[config.mk]
export PLATFORM = sky130hd
export DESIGN_NAME = text_console_cursor_engine_flat
export DESIGN_NICKNAME = d
export VERILOG_FILES = /design/src/hw/rtl/tcce_pkg.sv /design/src/hw/rtl/tcce_if.sv /design/src/hw/rtl/tcce_front.sv /design/src/hw/rtl/tcce_back.sv /design/src/hw/rtl/text_console_cursor_engine.sv /design/src/flat_wrapper.sv
export SDC_FILE = /design/constraint.sdc
export NUM_CORES = 1
export LEC_CHECK = 0
export BUFFER_PORTS_ARGS = -buffer_cell sky130_fd_sc_hd__buf_2
export CAP_MARGIN = 20
export CORE_ASPECT_RATIO = 0.6
export CORE_MARGIN = 4
export CORE_UTILIZATION = 30
export DETAILED_ROUTE_END_ITERATION = 12
export PLACE_DENSITY_LB_ADDON = 0.3
export REMOVE_ABC_BUFFERS = 1
export SETUP_SLACK_MARGIN = 0.5
export SLEW_MARGIN = 20
export SYNTH_ARGS = -nofsm -noshare
export SYNTH_HDL_FRONTEND = slang
export SYNTH_SLANG_ARGS = --single-unit
[constraint.sdc]
create_clock -name clk -period 5.1 [get_ports clk]
set_input_delay 0.255 -clock clk [delete_from_list [all_inputs] [get_ports clk]]
set_output_delay 0.255 -clock clk [all_outputs]
set_load 0.03 [all_outputs]
[src/hw/rtl/tcce_pkg.sv]
// Shared types and constants for the text console cursor engine.
// No dependencies; compiled first.
`default_nettype none

package tcce_pkg;

  localparam int MAX_COLS_DEF = 64;
  localparam int MAX_ROWS_DEF = 32;

  localparam int CFG_IW = 2;
  localparam int CFG_DW = 7;

  localparam logic [CFG_IW-1:0] REG_ENABLE  = 2'd0;
  localparam logic [CFG_IW-1:0] REG_COLUMNS = 2'd1;
  localparam logic [CFG_IW-1:0] REG_ROWS    = 2'd2;

  localparam logic [6:0] COLUMNS_RESET = 7'd50;
  localparam logic [5:0] ROWS_RESET    = 6'd30;

  localparam logic ACT_DRAW   = 1'b0;
  localparam logic ACT_SCROLL = 1'b1;

  localparam logic [7:0] CHAR_TAB   = 8'h09;
  localparam logic [7:0] CHAR_LF    = 8'h0a;
  localparam logic [7:0] CHAR_CR    = 8'h0d;
  localparam logic [7:0] CHAR_FIRST = 8'h20;
  localparam logic [7:0] CHAR_LAST  = 8'h7e;
  localparam logic [6:0] GLYPH_SPACE = 7'h20;

  localparam int QDEPTH = 2;

  typedef enum logic [2:0] {
    K_LF,
    K_CR,
    K_TAB,
    K_PRINT,
    K_OTHER
  } kind_t;

  typedef struct packed {
    kind_t      kind;
    logic [6:0] glyph;
  } cmd_t;

  typedef enum logic {
    ST_CMD,
    ST_NL
  } back_st_t;

endpackage

`default_nettype wire

[src/hw/rtl/tcce_if.sv]
// Valid/ready channel interfaces: console byte in, cell command out.
// No dependencies.
`default_nettype none

interface tcce_in_if;
  logic       valid;
  logic       ready;
  logic [7:0] char_code;

  modport source (output valid, output char_code, input ready);
  modport sink   (input valid, input char_code, output ready);
endinterface

interface tcce_out_if;
  logic       valid;
  logic       ready;
  logic       action;
  logic [5:0] cell_col;
  logic [4:0] cell_row;
  logic [6:0] glyph_code;
  logic       last;

  modport source (output valid, output action, output cell_col, output cell_row,
                  output glyph_code, output last, input ready);
  modport sink   (input valid, input action, input cell_col, input cell_row,
                  input glyph_code, input last, output ready);
endinterface

`default_nettype wire

[src/hw/rtl/tcce_front.sv]
// Front end: takes console bytes, classifies them and queues commands.
// Depends on tcce_pkg and tcce_in_if.
`default_nettype none

module tcce_front import tcce_pkg::*; (
  input  wire logic  clk,
  input  wire logic  rst,
  input  wire logic  enable,
  tcce_in_if.sink    char_in,
  input  wire logic  pop,
  output cmd_t       head,
  output logic       head_valid
);

  localparam int PW = (QDEPTH > 1) ? $clog2(QDEPTH) : 1;
  localparam int CNTW = $clog2(QDEPTH + 1);

  cmd_t            mem [QDEPTH];
  logic [PW-1:0]   wr_ptr;
  logic [PW-1:0]   rd_ptr;
  logic [CNTW-1:0] count;
  cmd_t            cls;
  logic            push;

  always_comb begin
    cls.glyph = char_in.char_code[6:0];
    if (char_in.char_code == CHAR_LF) begin
      cls.kind = K_LF;
    end else if (char_in.char_code == CHAR_CR) begin
      cls.kind = K_CR;
    end else if (char_in.char_code == CHAR_TAB) begin
      cls.kind = K_TAB;
    end else if (char_in.char_code >= CHAR_FIRST && char_in.char_code <= CHAR_LAST) begin
      cls.kind = K_PRINT;
    end else begin
      cls.kind = K_OTHER;
    end
  end

  assign char_in.ready = (count != CNTW'(QDEPTH));
  // bytes transferred while disabled are dropped
  assign push = char_in.valid && char_in.ready && enable;
  assign head_valid = (count != '0);
  assign head = mem[rd_ptr];

  always_ff @(posedge clk) begin
    if (push) begin
      mem[wr_ptr] <= cls;
    end
  end

  always_ff @(posedge clk) begin
    if (rst) begin
      wr_ptr <= '0;
      rd_ptr <= '0;
      count  <= '0;
    end else begin
      if (push) begin
        wr_ptr <= (wr_ptr == PW'(QDEPTH - 1)) ? '0 : wr_ptr + 1'b1;
      end
      if (pop) begin
        rd_ptr <= (rd_ptr == PW'(QDEPTH - 1)) ? '0 : rd_ptr + 1'b1;
      end
      count <= count + CNTW'(push) - CNTW'(pop);
    end
  end

endmodule

`default_nettype wire

[src/hw/rtl/tcce_back.sv]
// Back end: runs queued commands against the cursor, emits cell commands.
// Depends on tcce_pkg and tcce_out_if.
`default_nettype none

module tcce_back import tcce_pkg::*; #(
  parameter int MAX_COLS = MAX_COLS_DEF,
  parameter int MAX_ROWS = MAX_ROWS_DEF,
  localparam int CW = $clog2(MAX_COLS),
  localparam int RW = $clog2(MAX_ROWS)
) (
  input  wire logic        clk,
  input  wire logic        rst,
  input  wire logic [CW:0] nc,
  input  wire logic [RW:0] nr,
  input  wire cmd_t        head,
  input  wire logic        head_valid,
  output logic             pop,
  tcce_out_if.source       cmd_out
);

  back_st_t      state;
  back_st_t      state_next;
  logic [CW-1:0] col;
  logic [CW-1:0] col_next;
  logic [RW-1:0] line;
  logic [RW-1:0] line_next;

  logic          can_load;
  logic          go;
  logic [CW:0]   col_inc;
  logic          col_end;
  logic          col_at_end;
  logic [RW:0]   line_inc;
  logic          scroll_need;
  logic [RW-1:0] last_row;
  logic          tab_stop;
  logic          to_nl;

  logic          emit;
  logic          r_action;
  logic [6:0]    r_glyph;
  logic          r_last;

  assign can_load    = !cmd_out.valid || cmd_out.ready;
  assign go          = head_valid && can_load;
  assign col_inc     = {1'b0, col} + 1'b1;
  assign col_end     = (col_inc >= nc);
  assign col_at_end  = ({1'b0, col} >= nc);
  assign line_inc    = {1'b0, line} + 1'b1;
  assign scroll_need = (line_inc >= nr);
  assign last_row    = RW'(nr - 1'b1);
  assign tab_stop    = (col_inc[2:0] == 3'd0);

  always_comb begin
    state_next = state;
    case (state)
      ST_CMD: begin
        if (to_nl) state_next = ST_NL;
      end
      ST_NL: begin
        if (can_load) state_next = ST_CMD;
      end
      default: state_next = ST_CMD;
    endcase
  end

  always_comb begin
    pop       = 1'b0;
    emit      = 1'b0;
    to_nl     = 1'b0;
    r_action  = ACT_DRAW;
    r_glyph   = head.glyph;
    r_last    = 1'b1;
    col_next  = col;
    line_next = line;
    case (state)
      ST_NL: begin
        if (can_load) begin
          emit      = 1'b1;
          r_action  = ACT_SCROLL;
          col_next  = '0;
          line_next = last_row;
          pop       = 1'b1;
        end
      end
      ST_CMD: begin
        if (go) begin
          case (head.kind)
            K_CR: begin
              col_next = '0;
              pop      = 1'b1;
            end
            K_LF: begin
              col_next = '0;
              pop      = 1'b1;
              if (scroll_need) begin
                emit      = 1'b1;
                r_action  = ACT_SCROLL;
                line_next = last_row;
              end else begin
                line_next = line_inc[RW-1:0];
              end
            end
            K_PRINT, K_OTHER, K_TAB: begin
              if (head.kind == K_TAB) r_glyph = GLYPH_SPACE;
              if (head.kind == K_TAB && col_at_end) begin
                // tab from beyond the last column: plain new line
                col_next = '0;
                pop      = 1'b1;
                if (scroll_need) begin
                  emit      = 1'b1;
                  r_action  = ACT_SCROLL;
                  line_next = last_row;
                end else begin
                  line_next = line_inc[RW-1:0];
                end
              end else if (col_end) begin
                emit = (head.kind != K_OTHER);
                if (!scroll_need) begin
                  col_next  = '0;
                  line_next = line_inc[RW-1:0];
                  pop       = 1'b1;
                end else if (emit) begin
                  // draw now, scroll from ST_NL once the output can load
                  r_last = 1'b0;
                  to_nl  = 1'b1;
                end else begin
                  emit      = 1'b1;
                  r_action  = ACT_SCROLL;
                  col_next  = '0;
                  line_next = last_row;
                  pop       = 1'b1;
                end
              end else begin
                emit     = (head.kind != K_OTHER);
                col_next = col_inc[CW-1:0];
                if (head.kind == K_TAB && !tab_stop) begin
                  r_last = 1'b0;
                end else begin
                  pop = 1'b1;
                end
              end
            end
            default: pop = 1'b1;
          endcase
        end
      end
      default: ;
    endcase
  end

  always_ff @(posedge clk) begin
    if (rst) begin
      state <= ST_CMD;
      col   <= '0;
      line  <= '0;
    end else begin
      state <= state_next;
      col   <= col_next;
      line  <= line_next;
    end
  end

  always_ff @(posedge clk) begin
    if (rst) begin
      cmd_out.valid <= 1'b0;
    end else if (emit) begin
      cmd_out.valid <= 1'b1;
    end else if (cmd_out.ready) begin
      cmd_out.valid <= 1'b0;
    end
  end

  always_ff @(posedge clk) begin
    if (emit) begin
      cmd_out.action <= r_action;
      cmd_out.last   <= r_last;
      if (r_action == ACT_SCROLL) begin
        cmd_out.cell_col   <= '0;
        cmd_out.cell_row   <= '0;
        cmd_out.glyph_code <= '0;
      end else begin
        cmd_out.cell_col   <= 6'(col);
        cmd_out.cell_row   <= 5'(line);
        cmd_out.glyph_code <= r_glyph;
      end
    end
  end

endmodule

`default_nettype wire

[src/hw/rtl/text_console_cursor_engine.sv]
// A byte's first cell command passes the front-end queue, then the registered
// cmd_out stage. Throughput: the back-end sequencer issues one command per cycle
// unless cmd_out stalls, so one byte per cycle for printable and plain codes; a
// printable wrap that scrolls issues a draw, then a scroll from ST_NL, a tab one
// space per column filled plus a scroll at the bottom, while the queue takes new
// bytes. Reset: disabled, 50 columns by 30 rows, cursor at column 0, row 0.
`default_nettype none

module text_console_cursor_engine import tcce_pkg::*; #(
  parameter int MAX_COLS = MAX_COLS_DEF,
  parameter int MAX_ROWS = MAX_ROWS_DEF
) (
  input  wire logic              clk,
  input  wire logic              rst,
  input  wire logic              cfg_we,
  input  wire logic [CFG_IW-1:0] cfg_index,
  input  wire logic [CFG_DW-1:0] cfg_data,
  tcce_in_if.sink                char_in,
  tcce_out_if.source             cmd_out
);

  localparam int CW = $clog2(MAX_COLS);
  localparam int RW = $clog2(MAX_ROWS);

  logic        enable;
  logic [6:0]  columns;
  logic [5:0]  rows;
  logic [CW:0] nc;
  logic [RW:0] nr;
  cmd_t        head;
  logic        head_valid;
  logic        pop;

  always_ff @(posedge clk) begin
    if (rst) begin
      enable  <= 1'b0;
      columns <= COLUMNS_RESET;
      rows    <= ROWS_RESET;
    end else if (cfg_we) begin
      case (cfg_index)
        REG_ENABLE:  enable  <= cfg_data[0];
        REG_COLUMNS: columns <= cfg_data[6:0];
        REG_ROWS:    rows    <= cfg_data[5:0];
        default: ;
      endcase
    end
  end

  always_comb begin
    if (columns == '0) begin
      nc = (CW+1)'(1);
    end else if (int'(columns) > MAX_COLS) begin
      nc = (CW+1)'(MAX_COLS);
    end else begin
      nc = (CW+1)'(columns);
    end
    if (rows == '0) begin
      nr = (RW+1)'(1);
    end else if (int'(rows) > MAX_ROWS) begin
      nr = (RW+1)'(MAX_ROWS);
    end else begin
      nr = (RW+1)'(rows);
    end
  end

  tcce_front u_front (
    .clk        (clk),
    .rst        (rst),
    .enable     (enable),
    .char_in    (char_in),
    .pop        (pop),
    .head       (head),
    .head_valid (head_valid)
  );

  tcce_back #(
    .MAX_COLS (MAX_COLS),
    .MAX_ROWS (MAX_ROWS)
  ) u_back (
    .clk        (clk),
    .rst        (rst),
    .nc         (nc),
    .nr         (nr),
    .head       (head),
    .head_valid (head_valid),
    .pop        (pop),
    .cmd_out    (cmd_out)
  );

endmodule

`default_nettype wire

[src/flat_wrapper.sv]
// flat-port wrapper written by rule: the top's interface ports become plain ports
module text_console_cursor_engine_flat import tcce_pkg::*;
#(
  parameter int MAX_COLS = MAX_COLS_DEF,
  parameter int MAX_ROWS = MAX_ROWS_DEF
)
  (clk, rst, cfg_we, cfg_index, cfg_data, char_in_valid, char_in_char_code, char_in_ready, cmd_out_valid, cmd_out_action, cmd_out_cell_col, cmd_out_cell_row, cmd_out_glyph_code, cmd_out_last, cmd_out_ready);
  tcce_in_if char_in_i ();
  tcce_out_if cmd_out_i ();
  input  wire logic clk;
  input  wire logic rst;
  input  wire logic cfg_we;
  input  wire logic [CFG_IW-1:0] cfg_index;
  input  wire logic [CFG_DW-1:0] cfg_data;
  input wire logic [$bits(char_in_i.valid)-1:0] char_in_valid;
  input wire logic [$bits(char_in_i.char_code)-1:0] char_in_char_code;
  output wire logic [$bits(char_in_i.ready)-1:0] char_in_ready;
  output wire logic [$bits(cmd_out_i.valid)-1:0] cmd_out_valid;
  output wire logic [$bits(cmd_out_i.action)-1:0] cmd_out_action;
  output wire logic [$bits(cmd_out_i.cell_col)-1:0] cmd_out_cell_col;
  output wire logic [$bits(cmd_out_i.cell_row)-1:0] cmd_out_cell_row;
  output wire logic [$bits(cmd_out_i.glyph_code)-1:0] cmd_out_glyph_code;
  output wire logic [$bits(cmd_out_i.last)-1:0] cmd_out_last;
  input wire logic [$bits(cmd_out_i.ready)-1:0] cmd_out_ready;
  assign char_in_i.valid = char_in_valid;
  assign char_in_i.char_code = char_in_char_code;
  assign char_in_ready = char_in_i.ready;
  assign cmd_out_valid = cmd_out_i.valid;
  assign cmd_out_action = cmd_out_i.action;
  assign cmd_out_cell_col = cmd_out_i.cell_col;
  assign cmd_out_cell_row = cmd_out_i.cell_row;
  assign cmd_out_glyph_code = cmd_out_i.glyph_code;
  assign cmd_out_last = cmd_out_i.last;
  assign cmd_out_i.ready = cmd_out_ready;
  text_console_cursor_engine #(.MAX_COLS(MAX_COLS), .MAX_ROWS(MAX_ROWS)) u_core (.clk(clk), .rst(rst), .cfg_we(cfg_we), .cfg_index(cfg_index), .cfg_data(cfg_data), .char_in(char_in_i), .cmd_out(cmd_out_i));
endmodule
==> results of run 1 <==
-- cell families after synthesis --
logic type / synth area share (%)
adder cells (fa/ha/maj): 8.31
AND/OR/NAND/NOR: 17.6
flip-flops: 49.0
buffers and inverters: 2.46
AO/OA/AOI/OAI: 12.6
multiplexers: 7.28
XOR/XNOR: 2.79
-- flip-flops by register name, summed over array words and instances, names as in the netlist, named ones only --
register / flops
u_core.columns: 7
u_core.enable: 1
u_core.rows: 6
u_core.u_back.cmd_out.action: 1
u_core.u_back.cmd_out.cell_col: 6
u_core.u_back.cmd_out.cell_row: 5
u_core.u_back.cmd_out.glyph_code: 7
u_core.u_back.cmd_out.last: 1
u_core.u_back.cmd_out.valid: 1
u_core.u_back.col: 6
u_core.u_back.line: 5
u_core.u_back.state: 1
u_core.u_front.count: 2
u_core.u_front.mem: 20
u_core.u_front.rd_ptr: 1
u_core.u_front.wr_ptr: 1
-- power groups by stage --
stage | Clock, mW | Combinational, mW | Sequential [mW]
6_report | 0.650 | 0.357 | 0.715
5_1_grt | 0.692 | 0.397 | 0.725
4_1_cts | 0.667 | 0.357 | 0.717
3_5_place_dp | 0 | 0.355 | 0.729
3_3_place_gp | 0 | 0.354 | 0.728
2_1_floorplan | 0 | 0.222 | 0.755
-- layout by cell type, fill, tap and decap left out, types with 3 or more instances in the layout --
cell type / count
a211oi_1: 3
a21o_1: 5
a21oi_1: 12
a31oi_1: 3
and2_1: 10
buf_2: 43
clkbuf_16: 9
dfxtp_1: 32
edfxtp_1: 40
ha_1: 25
inv_1: 14
inv_6: 3
mux2i_1: 24
nand2_1: 33
nand2b_1: 6
nand3_1: 14
nand3b_1: 3
nand4_1: 3
nor2_1: 43
nor2b_1: 8
nor3_1: 12
nor4_1: 3
o21a_1: 4
o21ai_0: 7
xnor2_1: 8
xor2_1: 4
-- layer usage --
layer / wire length, um / vias up / track usage, %
met5: 0 / - / 0
met4: 76 / 0 / 2.89
met3: 520 / 6 / 4.44
met2: 3340 / 72 / 17.3
met1: 4620 / 1315 / 18.2
li1: - / 1428 / -
-- area by class of cell --
class	count	area (sq um)	share of cell area, %
multi-input combinational	266	1830	40.9
clock inverter	7	83.8	1.88
clock buffer	9	225	5.04
timing repair buffer	44	223	4.99
sequential	72	1840	41.3
inverter	15	56.3	1.26
tap	165	206	4.62
-- worst min path at each step --
stage | from | cells after the start | end | slack (ps)
6_report | char_in_char_code[3] | 1 | u_core.u_front.mem[1][3] | 150
4_1_cts | char_in_char_code[3] | 1 | u_core.u_front.mem[1][3] | 140
5_1_grt | char_in_char_code[3] | 1 | u_core.u_front.mem[1][3] | 130
2_1_floorplan | rst | 1 | u_core.u_back.col[0] | 320
3_3_place_gp | u_core.columns[0] | 2 | u_core.columns[0] | 480
3_5_place_dp | cfg_data[5] | 3 | u_core.columns[5] | 490
-- worst max-delay path: stages, from the launching register on --
cell and delay (ps):
dfxtp_1 450, ha_1 280, nand3_1 180, xnor2_1 170, ha_1 310, nand4_1 80, and3_1 180, o21ai_1 220
nand2_1 180, o32ai_1 220, a31oi_1 220, ha_1 320, inv_1 40, ha_1 190, xor2_1 190, xnor2_1 150
nor2_1 50
==> results.md, run 1 <==
- The tool flagged a number of max-cap violations equal to 0.
- Along the worst path, the maximum fanout reaches 7.
- The number of buffers added for setup after CTS is 0.
- The placeable core region is 0.0121 sq mm.
- The transition at the pin with the smallest max-transition slack is 975 ps.
- The cell area after placement is 0.00416 sq mm.
- The overall die height is 94.7 um.
- The first-pass GRT wire length is 14000 um.
- The final cell count without fillers is 578.
- The design draws 1.72 mW.
- The Yosys step of the flow raised 0 warnings.
- The total number of placement rows is 31.
- Of the cells placed in the final design, the portion with a size suffix greater than 1 is 16.0%.
- Setup repair after global routing left no endpoint under its margin.
- The end of the worst register-to-register path is u_core.u_front.count[1].
- VDD sags by at most 0.189 mV.
- The total global routing track utilization is 12.4%.
- Combinational logic is responsible for 20.7% of the overall power.
- By area the synthesized netlist is led by edfxtp_1, dfxtp_1, ha_1, mux2i_1, nor2_1.
- The summed negative setup slack over all endpoints is 0 ps.
- The final weighted congestion in routability-driven placement is 0.931.
- The die covers 0.0145 sq mm.
- The cell-internal power is 1.19 mW.
- After detailed routing, the number of remaining DRC violations is 0.
- The worst reg-to-reg setup slack is 1550 ps.
- The final route contains 2821 vias.
- The worst-case headroom to the max-slew limit is 34.5%.
- The repair_antennas step left the layout with diodes totalling 0.
- STA classifies the critical path startpoint as a register.
- The count of flip-flops with a built-in enable after synthesis is 40.
- Synthesis produced a netlist whose cell count is 362.
- The critical path capture point is u_core.u_front.count[1].
- The flip-flop and latch count after synthesis is 72.
- The flow ran to the end, and the final reports show no timing, DRC or antenna violations.
- TritonCTS built the clock tree.
- The number of global-route vias before repair is 2730.
- The number of fillers in the final layout is 1224.
- In this run the deepest clock path goes through 2 buffers.
- Among all cell types in the netlist, the one instantiated most often is nor2_1.
- The x dimension of the die is 153 um.
- The sum of overflow across all layers after global routing is 0.
- The root buffer cell is clkbuf_16.
- The total of endpoints with negative setup slack in the final report is 0.
- The number of different library cells in the post-synthesis netlist is 55.
- For this design the total switching power over the nets is 0.530 mW.
- The count of hold buffers inserted by post-cts repair is 0.
- The cell count after placement is 562.
- The fraction of the cycle the final worst path needs is 69.7%.
- The timing-limited maximum frequency is 281 MHz.
- The mean instance size in the synthesized netlist is 10.4 sq um.
- Buffers inserted during clock tree synthesis total 9.
- After clock tree synthesis, the repair step resized 0 gates.
- The TritonCTS sink count is 72.
- The mapped netlist covers 0.00376 sq mm.
- Setup slack closes at 1550 ps.
- In this run the worst hold path is classified as input pin to register.
- Summed over all cells, the static leakage comes to 1.83 nW.
- The clock network burns 37.7% of the power.
- Across the routed clock network, the largest skew measured is 7.06 ps.
- The ratio of total power to cell area is 386 mW/mm^2.
- The maximum number of pins on one net before global-route repair is 26.
- The switching fraction of total power is 30.8%.
- The worst setup path is of the register to register kind.
- Compared with the post-synthesis result, the final layout area differs by 18.7%.
- STA puts the critical path data arrival time at 3760 ps.
- In this run the critical register-to-register path is launched from u_core.u_back.col[0].
- The number of antenna violations at the first check in global routing is 0.
- The biggest area contributor in the post-synthesis netlist is edfxtp_1.
- The final hold violation count is 0.
- For this block, the initial DRC count from the detailed router was 153.
- Cells fill 36.8% of the core in the end.
- For the worst flop-to-flop path, the logic depth is 16.
- The clock latency on the worst-skew pair is 340 ps.
- The final layout contains 455 nets.
- The CTS H-tree depth is 3.
- The total length of routed wires is 8550 um.
- The share of the synthesized area in the top cell type is 31.9%.
- The prevailing post-synth register cell is edfxtp_1.
- The initial utilization of the core area, before any placement, comes to 31.0%.
- The clock period minus final worst setup slack is 3550 ps.
- The number of optimization iterations in the first detailed-route pass is 4.
- The final max-slew violation count was 0.
- Of the synthesized area, sequential elements account for 49.0%.
- The post-detailed-route count of antenna-violating nets is 0.
- For this run, asynchronously set or reset flops after synthesis account for 0%.
- Dividing the detail-routed via count by the number of cells gives 4.88.
- Buffers placed on the I/O ports in this run total 43.
- The final instance area is 0.00446 sq mm.
- The HPWL after detailed placement is 6650 um.
- Clock-pin slew was measured on the worst setup and hold paths at 60 ps.
- The most critical setup path has its startpoint at u_core.u_back.col[0].
- The post-place setup slack is 1610 ps.
- After detailed routing, the average wire length per cell comes to 14.8 um.
- The power share of the sequential group is 41.5%.
- Data on the critical path is required at its endpoint by 5310 ps.
- The number of top-level pins is 44.
- The hold slack is 146 ps.
- The commonest cells after synthesis are nor2_1, edfxtp_1, nand2_1, dfxtp_1, ha_1.
- The kind of end point of the critical path is a register.
(Power assumes the default switching activity.)
==> run 2, diff against run 1 <==
==> constraint.sdc (replaced) <==
create_clock -name clk -period 2.95 [get_ports clk]
set_input_delay 0.1475 -clock clk [delete_from_list [all_inputs] [get_ports clk]]
set_output_delay 0.1475 -clock clk [all_outputs]
set_load 0.03 [all_outputs]
==> run 2 against run 1 <==
Worst hold slack worse by 110 ps. Final area rose by 19%. Flip-flop and latch count did not move. Maximum frequency is 23% higher. Routed wire length is 19% higher. Via count up 12%. Core utilization up 6.9 points. Sequential share of layout area fell by 6.1 points. Critical endpoint is now u_core.u_back.col[2].
==> results.md, run 2 (synthesis results as in run 1) <==
- The power share of the sequential group came to 38.5% (was 41.5%).
- The summed negative setup slack over all endpoints is 0 ps (unchanged).
- The final cell count without fillers was 637 (was 578).
- The total global routing track utilization is 14.4% (was 12.4%).
- The number of stages on the worst hold path is 1 (unchanged).
- The starting DRC count in detailed routing is 215 (was 153).
- The end of the worst register-to-register path is u_core.u_back.col[2] (was u_core.u_front.count[1]).
- The hold path endpoint is u_core.u_front.mem[1][3] (unchanged).
- The critical path buffer and inverter count is 5 (was 1).
- The clock latency on the worst-skew pair is 340 ps (about the same).
- The x dimension of the die is 153 um (unchanged).
- The cell count after placement is 601 (was 562).
- Top flop regs: u_core.u_front.mem: 20 flops, u_core.columns: 7 flops, u_core.u_back.cmd_out.glyph_code: 7 flops (unchanged).
- The path type of the worst setup path is register to register (unchanged).
- The TritonCTS clock tree is built (unchanged).
- The transition at the pin with the smallest max-transition slack is 947 ps (was 975 ps).
- The root buffer cell was clkbuf_16 (unchanged).
- The total chip power is 3.14 mW (was 1.72 mW).
- The placed wire-length estimate after detailed placement is 7240 um (was 6650 um).
- The peak supply drop was 0.377 mV (was 0.189 mV).
- The post-detailed-route DRC marker count was 0 (unchanged).
- The number of nets in the layout came to 514 (was 455).
- The relative area change from synthesis to final layout is 40.9% (was 18.7%).
- The kind of end point of the critical path is a register (unchanged).
- The start point of the worst min-delay path is char_in_char_code[3] (unchanged).
- The total number of placement rows is 31 (unchanged).
- The number of optimization iterations in the first detailed-route pass is 4 (unchanged).
- The final critical-path setup slack is 57.1 ps (was 1550 ps).
- The flip-flop count of the largest register, all copies and words added is 20 (unchanged).
- The first-pass GRT wire length is 16300 um (was 14000 um).
- The largest buffer count on any clock path is 2 (unchanged).
- The total length of routed wires was 10200 um (was 8550 um).
- The depth of the most critical reg-to-reg path was 15 (was 16).
- The clock period minus final worst setup slack is 2890 ps (was 3550 ps).
- The final hold violation count is 0 (unchanged).
- The worst-case headroom to the max-slew limit came to 36.6% (was 34.5%).
- The final max-slew violation count is 0 (unchanged).
- The most prevalent standard cell on the critical path is buf_6 (was ha_1).
- The TritonCTS sink count is 72 (unchanged).
- The slowest library cell on the worst path is dfxtp_4 (was dfxtp_1).
- The biggest fanout along the worst timing path came to 5 (was 7).
- The post-detailed-route count of antenna-violating nets is 0 (unchanged).
- The number of fillers in the final layout was 1134 (was 1224).
- The placeable core region is 0.0121 sq mm (unchanged).
- Leading cell types in the layout, fill and taps excluded: buf_4, buf_2, edfxtp_1, nor2_1, nand2_1 (was nor2_1, buf_2, edfxtp_1, nand2_1, dfxtp_1).
- Status: completed (unchanged).
- The largest register by flop count is u_core.u_front.mem (unchanged).
- The switching fraction of total power is 31.8% (was 30.8%).
- The largest stage delay on the critical path came to 370 ps (was 450 ps).
- The fraction of power consumed by combinational cells is 28.0% (was 20.7%).
- The register clock-pin slew on the reported worst setup and hold paths is 60 ps (about the same).
- The cell-internal power came to 2.14 mW (was 1.19 mW).
- The share of layout cells above drive strength 1 is 40.3% (was 16.0%).
- Setup repair after global routing missed its margin: true (was false).
- The arrival time at the worst endpoint is 3180 ps (was 3760 ps).
- The leakage power total is 2.19 nW (was 1.83 nW).
- The total via count in the routed design is 3148 (was 2821).
- The average vias per placed instance is 4.94 (was 4.88).
- The fraction of the cycle the final worst path needs came to 98.1% (was 69.7%).
- The worst hold path class was input pin to register (unchanged).
- The routed length per instance was 16.0 um (was 14.8 um).
- The post-route clock skew is 3.86 ps (was 7.06 ps).
- The timing-limited maximum frequency came to 346 MHz (was 281 MHz).
- The ratio of total power to cell area was 593 mW/mm^2 (was 386 mW/mm^2).
- The gate family responsible for the most delay along the worst path is compound AO/OA/AOI/OAI gates (was adder cells).
- The origin of the critical flop-to-flop path is u_core.u_back.col[1] (was u_core.u_back.col[0]).
- The number of top-level pins is 44 (unchanged).
- The total area of multi-input combinational cells is 0.00215 sq mm (was 0.00183 sq mm).
- The number of buffers created by CTS is 9 (unchanged).
- The port buffer count is 43 (unchanged).
- The antenna cell count was 0 (unchanged).
- The final weighted congestion in routability-driven placement is 0.849 (was 0.931).
- The max-capacitance violation count is 0 (unchanged).
- The total area of sequential cells is 0.00186 sq mm (was 0.00184 sq mm).
- The die footprint came to 0.0145 sq mm (unchanged).
- The starting density of the core was 31.0% (unchanged).
- The maximum number of pins on one net before global-route repair came to 26 (unchanged).
- The post-place setup slack is -272 ps (was 1610 ps).
- The sum of overflow across all layers after global routing came to 0 (unchanged).
- The required arrival time at the worst endpoint is 3230 ps (was 5310 ps).
- The number of global-route vias before repair came to 3153 (was 2730).
- The worst reg-to-reg setup slack is 60 ps (was 1550 ps).
- The switching power summed over all nets is 0.998 mW (was 0.530 mW).
- The nature of the critical path startpoint is a register (unchanged).
- The number of antenna violations at the first check in global routing is 0 (unchanged).
- The hold slack is 40.7 ps (was 146 ps).
- Cells along the critical path: ha_4 > nand3_4 > xnor2_2 > ha_1 > nand4_1 > o21ai_2 > nand2_2 > buf_4 > buf_6 > buf_6 > buf_6 > o41ai_4 > buf_4 > o21bai_1 > a31o_2 (was ha_1 > nand3_1 > xnor2_1 > ha_1 > nand4_1 > and3_1 > o21ai_1 > nand2_1 > o32ai_1 > a31oi_1 > ha_1 > inv_1 > ha_1 > xor2_1 > xnor2_1 > nor2_1).
- The CTS H-tree depth is 3 (unchanged).
- The overall die height was 94.7 um (unchanged).
- The most frequent standard cell in the layout excluding fill and tap cells is buf_4.
- The total of endpoints with negative setup slack in the final report was 0 (unchanged).
- The clock network fraction of total power is 33.5% (was 37.7%).
run 2: changes by cell type in the layout (fill, tap and decap cells not counted), moves of 7 or more:
cell     previous run  this run
buf_6               0        14
and2_1             10         2
and2_4              0         7
dfxtp_1            32        20
dfxtp_2             0        10
buf_4               1        44
nor3_1             12         5
run 2: how the worst max path moves through the flow:
| stage | start | to | cells past startpoint |
|---|---|---|---|
| floorplan | u_core.u_back.col[0] | u_core.u_back.cmd_out.action | 10 |
| global placement | u_core.u_back.col[1] | u_core.u_front.count[1] | 15 |
| detailed placement | u_core.u_back.col[1] | u_core.u_front.count[1] | 15 |
| CTS | u_core.u_back.line[1] | u_core.u_front.count[1] | 16 |
| global route | u_core.u_back.col[1] | u_core.u_back.col[0] | 16 |
| finish | u_core.u_back.col[1] | u_core.u_back.col[2] | 15 |
run 2: worst register-to-register path, cell delays in order, from the launching register on:
cell	delay, ps
dfxtp_4	370
ha_4	180
nand3_4	110
xnor2_2	160
ha_1	300
nand4_1	100
o21ai_2	280
nand2_2	130
buf_4	150
buf_6	100
buf_6	100
buf_6	110
o41ai_4	290
buf_4	200
o21bai_1	100
a31o_2	150
run 2: timing repair:
action / 4_1_cts / 5_1_grt
pin swaps: 32 / 20
gates cloned: 1 / 0
hold buffers: 0 / 0
buffers inserted: 16 / 2
endpoints found under the setup margin: 56 / 56
resized for setup: 69 / 29
run 2: final cells by class:
cell class	instances	area share (%)
Clock buffer	10	4.51
Clock inverter	6	0.991
Inverter	15	1.20
Multi-Input combinational cell	266	40.5
Sequential cell	72	35.1
Tap cell	165	3.89
Timing Repair Buffer	102	13.6
Timing Repair inverter	1	0.142
run 2: routing by layer:
layer / global-route usage (%) / wire, um / vias up
met3: 4.40 / 714 / 10
met1: 20.3 / 4920 / 1517
met5: 0 / 0 / -
li1: - / - / 1541
met2: 21.5 / 4420 / 80
met4: 4.00 / 113 / 0
run 2: power groups by stage:
stage | sequential, mW | clock (mW) | combinational [mW]
6_report | 1.21 | 1.05 | 0.879
5_1_grt | 1.22 | 1.13 | 0.972
2_1_floorplan | 1.31 | 0 | 0.383
4_1_cts | 1.21 | 1.08 | 0.826
3_5_place_dp | 1.22 | 0 | 0.751
3_3_place_gp | 1.22 | 0 | 0.740
run 2: metrics by stage:
stage	util, %	area [sq um]
5_1_grt	43.7	5300
2_1_floorplan	-	3730
6_report	43.7	5300
4_1_cts	42.5	5160
3_5_place_dp	36.7	4460
3_3_place_gp	36.7	4460
==> run 3, diff against run 2 <==
--- a/config.mk
+++ b/config.mk
@@ -7,7 +7,6 @@
 export LEC_CHECK = 0
 export BUFFER_PORTS_ARGS = -buffer_cell sky130_fd_sc_hd__buf_2
 export CAP_MARGIN = 20
-export CORE_ASPECT_RATIO = 0.6
 export CORE_MARGIN = 4
 export CORE_UTILIZATION = 30
 export DETAILED_ROUTE_END_ITERATION = 12
==> run 3 against run 2 <==
Final area shrank 0.47%. Count of clock-buffer cells in the layout grew 3. Critical path type unchanged. Routed wire length shrank 9.1%. Non-clock buffer count shrank 2. Clock skew grew 4.1 ps. Die area shrank 0.41%.
==> results.md, run 3 (synthesis results as in run 1) <==
- Status: completed (unchanged).
- The total number of placement rows was 40 (was 31).
- Setup repair after global routing missed its margin: true (unchanged).
- The largest stage delay on the critical path is 370 ps (about the same).
- The max-capacitance violation count is 0 (unchanged).
- The timing-limited maximum frequency was 348 MHz (was 346 MHz).
- The total of endpoints with negative setup slack in the final report is 0 (unchanged).
- The register clock-pin slew on the reported worst setup and hold paths is 60 ps (about the same).
- The total global routing track utilization came to 12.8% (was 14.4%).
- The total area of sequential cells was 0.00186 sq mm (about the same).
- The final max-slew violation count is 0 (unchanged).
- The clock latency on the worst-skew pair is 330 ps (was 340 ps).
- The sum of overflow across all layers after global routing is 0 (unchanged).
- The slowest library cell on the worst path is dfxtp_4 (unchanged).
- The flip-flop count of the largest register, all copies and words added is 20 (unchanged).
- The number of fillers in the final layout is 1143 (was 1134).
- The arrival time at the worst endpoint is 3070 ps (was 3180 ps).
- The antenna cell count came to 0 (unchanged).
- The total via count in the routed design was 3059 (was 3148).
- The root buffer cell is clkbuf_16 (unchanged).
- The start point of the worst min-delay path was char_in_char_code[1] (was char_in_char_code[3]).
- The nature of the critical path startpoint is a register (unchanged).
- The origin of the critical flop-to-flop path is u_core.u_back.col[1] (unchanged).
- The number of top-level pins was 44 (unchanged).
- The biggest fanout along the worst timing path is 4 (was 5).
- The average vias per placed instance is 4.79 (was 4.94).
- The total chip power is 3.21 mW (was 3.14 mW).
- The critical path buffer and inverter count was 1 (was 5).
- The clock period minus final worst setup slack is 2870 ps (was 2890 ps).
- The number of global-route vias before repair was 3146 (was 3153).
- The depth of the most critical reg-to-reg path came to 14 (was 15).
- The port buffer count is 43 (unchanged).
- The relative area change from synthesis to final layout is 40.3% (was 40.9%).
- The end of the worst register-to-register path is u_core.u_front.count[1] (was u_core.u_back.col[2]).
- The CTS H-tree depth is 3 (unchanged).
- The hold path endpoint is u_core.u_front.mem[1][1] (was u_core.u_front.mem[1][3]).
- The count of hold buffers inserted by post-cts repair is 0 (unchanged).
- The TritonCTS clock tree is built (unchanged).
- The worst hold path class is input pin to register (unchanged).
- The worst reg-to-reg setup slack is 80 ps (was 60 ps).
- The total length of routed wires came to 9240 um (was 10200 um).
- The kind of end point of the critical path is a register (unchanged).
- The number of nets in the layout was 512 (was 514).
- The cell area after placement is 0.00446 sq mm (about the same).
- The largest register by flop count is u_core.u_front.mem (unchanged).
- The maximum number of pins on one net before global-route repair was 26 (unchanged).
- The post-detailed-route count of antenna-violating nets is 0 (unchanged).
- The die footprint was 0.0144 sq mm (was 0.0145 sq mm).
- The transition at the pin with the smallest max-transition slack is 828 ps (was 947 ps).
- The number of buffers created by CTS is 9 (unchanged).
- The post-route clock skew is 7.98 ps (was 3.86 ps).
- The overall die height is 120 um (was 94.7 um).
- Cells along the critical path: ha_4 > xor2_2 > ha_4 > a21o_1 > a31oi_4 > o21ai_4 > o32ai_4 > a31oi_2 > ha_1 > inv_2 > ha_4 > xor2_2 > xnor2_1 > nor2_1 (was ha_4 > nand3_4 > xnor2_2 > ha_1 > nand4_1 > o21ai_2 > nand2_2 > buf_4 > buf_6 > buf_6 > buf_6 > o41ai_4 > buf_4 > o21bai_1 > a31o_2).
- The ratio of total power to cell area was 609 mW/mm^2 (was 593 mW/mm^2).
- The placeable core region is 0.0122 sq mm (was 0.0121 sq mm).
- The peak supply drop came to 0.266 mV (was 0.377 mV).
- The share of layout cells above drive strength 1 is 39.6% (was 40.3%).
- The post-detailed-route DRC marker count is 0 (unchanged).
- The starting DRC count in detailed routing came to 194 (was 215).
- The most prevalent standard cell on the critical path is ha_4 (was buf_6).
- The most frequent standard cell in the layout excluding fill and tap cells is buf_4 (unchanged).
- The number of optimization iterations in the first detailed-route pass is 4 (unchanged).
- The required arrival time at the worst endpoint is 3150 ps (was 3230 ps).
- The final instance area was 0.00528 sq mm (was 0.00530 sq mm).
- The leakage power total is 2.17 nW (was 2.19 nW).
- The placed wire-length estimate after detailed placement is 6520 um (was 7240 um).
- The final weighted congestion in routability-driven placement was 0.853 (was 0.849).
- The x dimension of the die is 120 um (was 153 um).
- The gate family responsible for the most delay along the worst path is adder cells (was compound AO/OA/AOI/OAI gates).
- The number of stages on the worst hold path is 1 (unchanged).
- The final hold violation count came to 0 (unchanged).
- Leading cell types in the layout, fill and taps excluded: buf_4, buf_2, edfxtp_1, nor2_1, nand2_1 (unchanged).
- The total area of multi-input combinational cells is 0.00216 sq mm (was 0.00215 sq mm).
- The routed length per instance was 14.5 um (was 16.0 um).
- The number of antenna violations at the first check in global routing is 0 (unchanged).
- The largest buffer count on any clock path was 2 (unchanged).
- The TritonCTS sink count is 72 (unchanged).
- The starting density of the core is 30.9% (was 31.0%).
- The worst-case headroom to the max-slew limit is 44.6% (was 36.6%).
- The path type of the worst setup path was register to register (unchanged).
- Top flop regs: u_core.u_front.mem: 20 flops, u_core.columns: 7 flops, u_core.u_back.cmd_out.glyph_code: 7 flops (unchanged).
- The first-pass GRT wire length is 15000 um (was 16300 um).
- The fraction of the cycle the final worst path needs is 97.4% (was 98.1%).
run 3: how the worst max path moves through the flow:
| stage | from | endpoint | slack (ps) | depth (start not counted) |
|---|---|---|---|---|
| 2_1_floorplan | u_core.u_back.col[0] | u_core.u_back.cmd_out.action | -220 | 10 |
| 3_3_place_gp | u_core.u_back.col[0] | u_core.u_front.count[1] | -60 | 15 |
| 3_5_place_dp | u_core.u_back.col[1] | u_core.u_front.count[1] | -290 | 15 |
| 4_1_cts | u_core.u_back.col[1] | u_core.u_front.count[1] | 80 | 16 |
| 5_1_grt | u_core.columns[1] | u_core.u_front.count[1] | -100 | 16 |
| 6_report | u_core.u_back.col[1] | u_core.u_front.count[1] | 80 | 14 |
run 3: area by class of cell:
cell class,count,area share [%]
well taps,168,3.98
inverters,15,1.07
repair buffers,100,13.0
clock inverters,3,0.806
clock buffers,13,4.74
repair inverters,1,0.142
flip-flops and latches,72,35.3
multi-input cells,266,41.0
run 3: timing repair:
item | CTS | global route
gates resized for setup | 68 | 22
gates cloned | 1 | 0
pin swaps | 47 | 21
buffers inserted | 14 | 4
setup endpoints to repair | 55 | 56
run 3: per-layer routing:
metal	global-route usage (%)	up-vias	part of all wire, %
met2	21.4	64	49
met1	16.2	1444	45
met4	5.73	0	2.2
li1	-	1536	-
met3	1.98	15	3.5
met5	0	-	0
run 3: metrics by stage:
stage               instances  hold slack, ps  TNS [ps]  worst slack, ps  util [%]
global route              638            39.8      -155             -103      43.4
CTS                       634            32.9         0             76.7      42.1
finish                    638            39.4         0             76.7      43.4
detailed placement        603             376      -421             -288      36.6
floorplan                 353             217     -4460             -215         -
global placement          603             367     -59.8            -59.8      36.6
run 3: where the power goes:
group / total (mW) / internal, mW / leakage, nW / switching, mW
clock: 1.07 / 0.677 / 0.141 / 0.397
sequential: 1.22 / 1.16 / 0.627 / 0.0566
combinational: 0.924 / 0.428 / 1.40 / 0.496
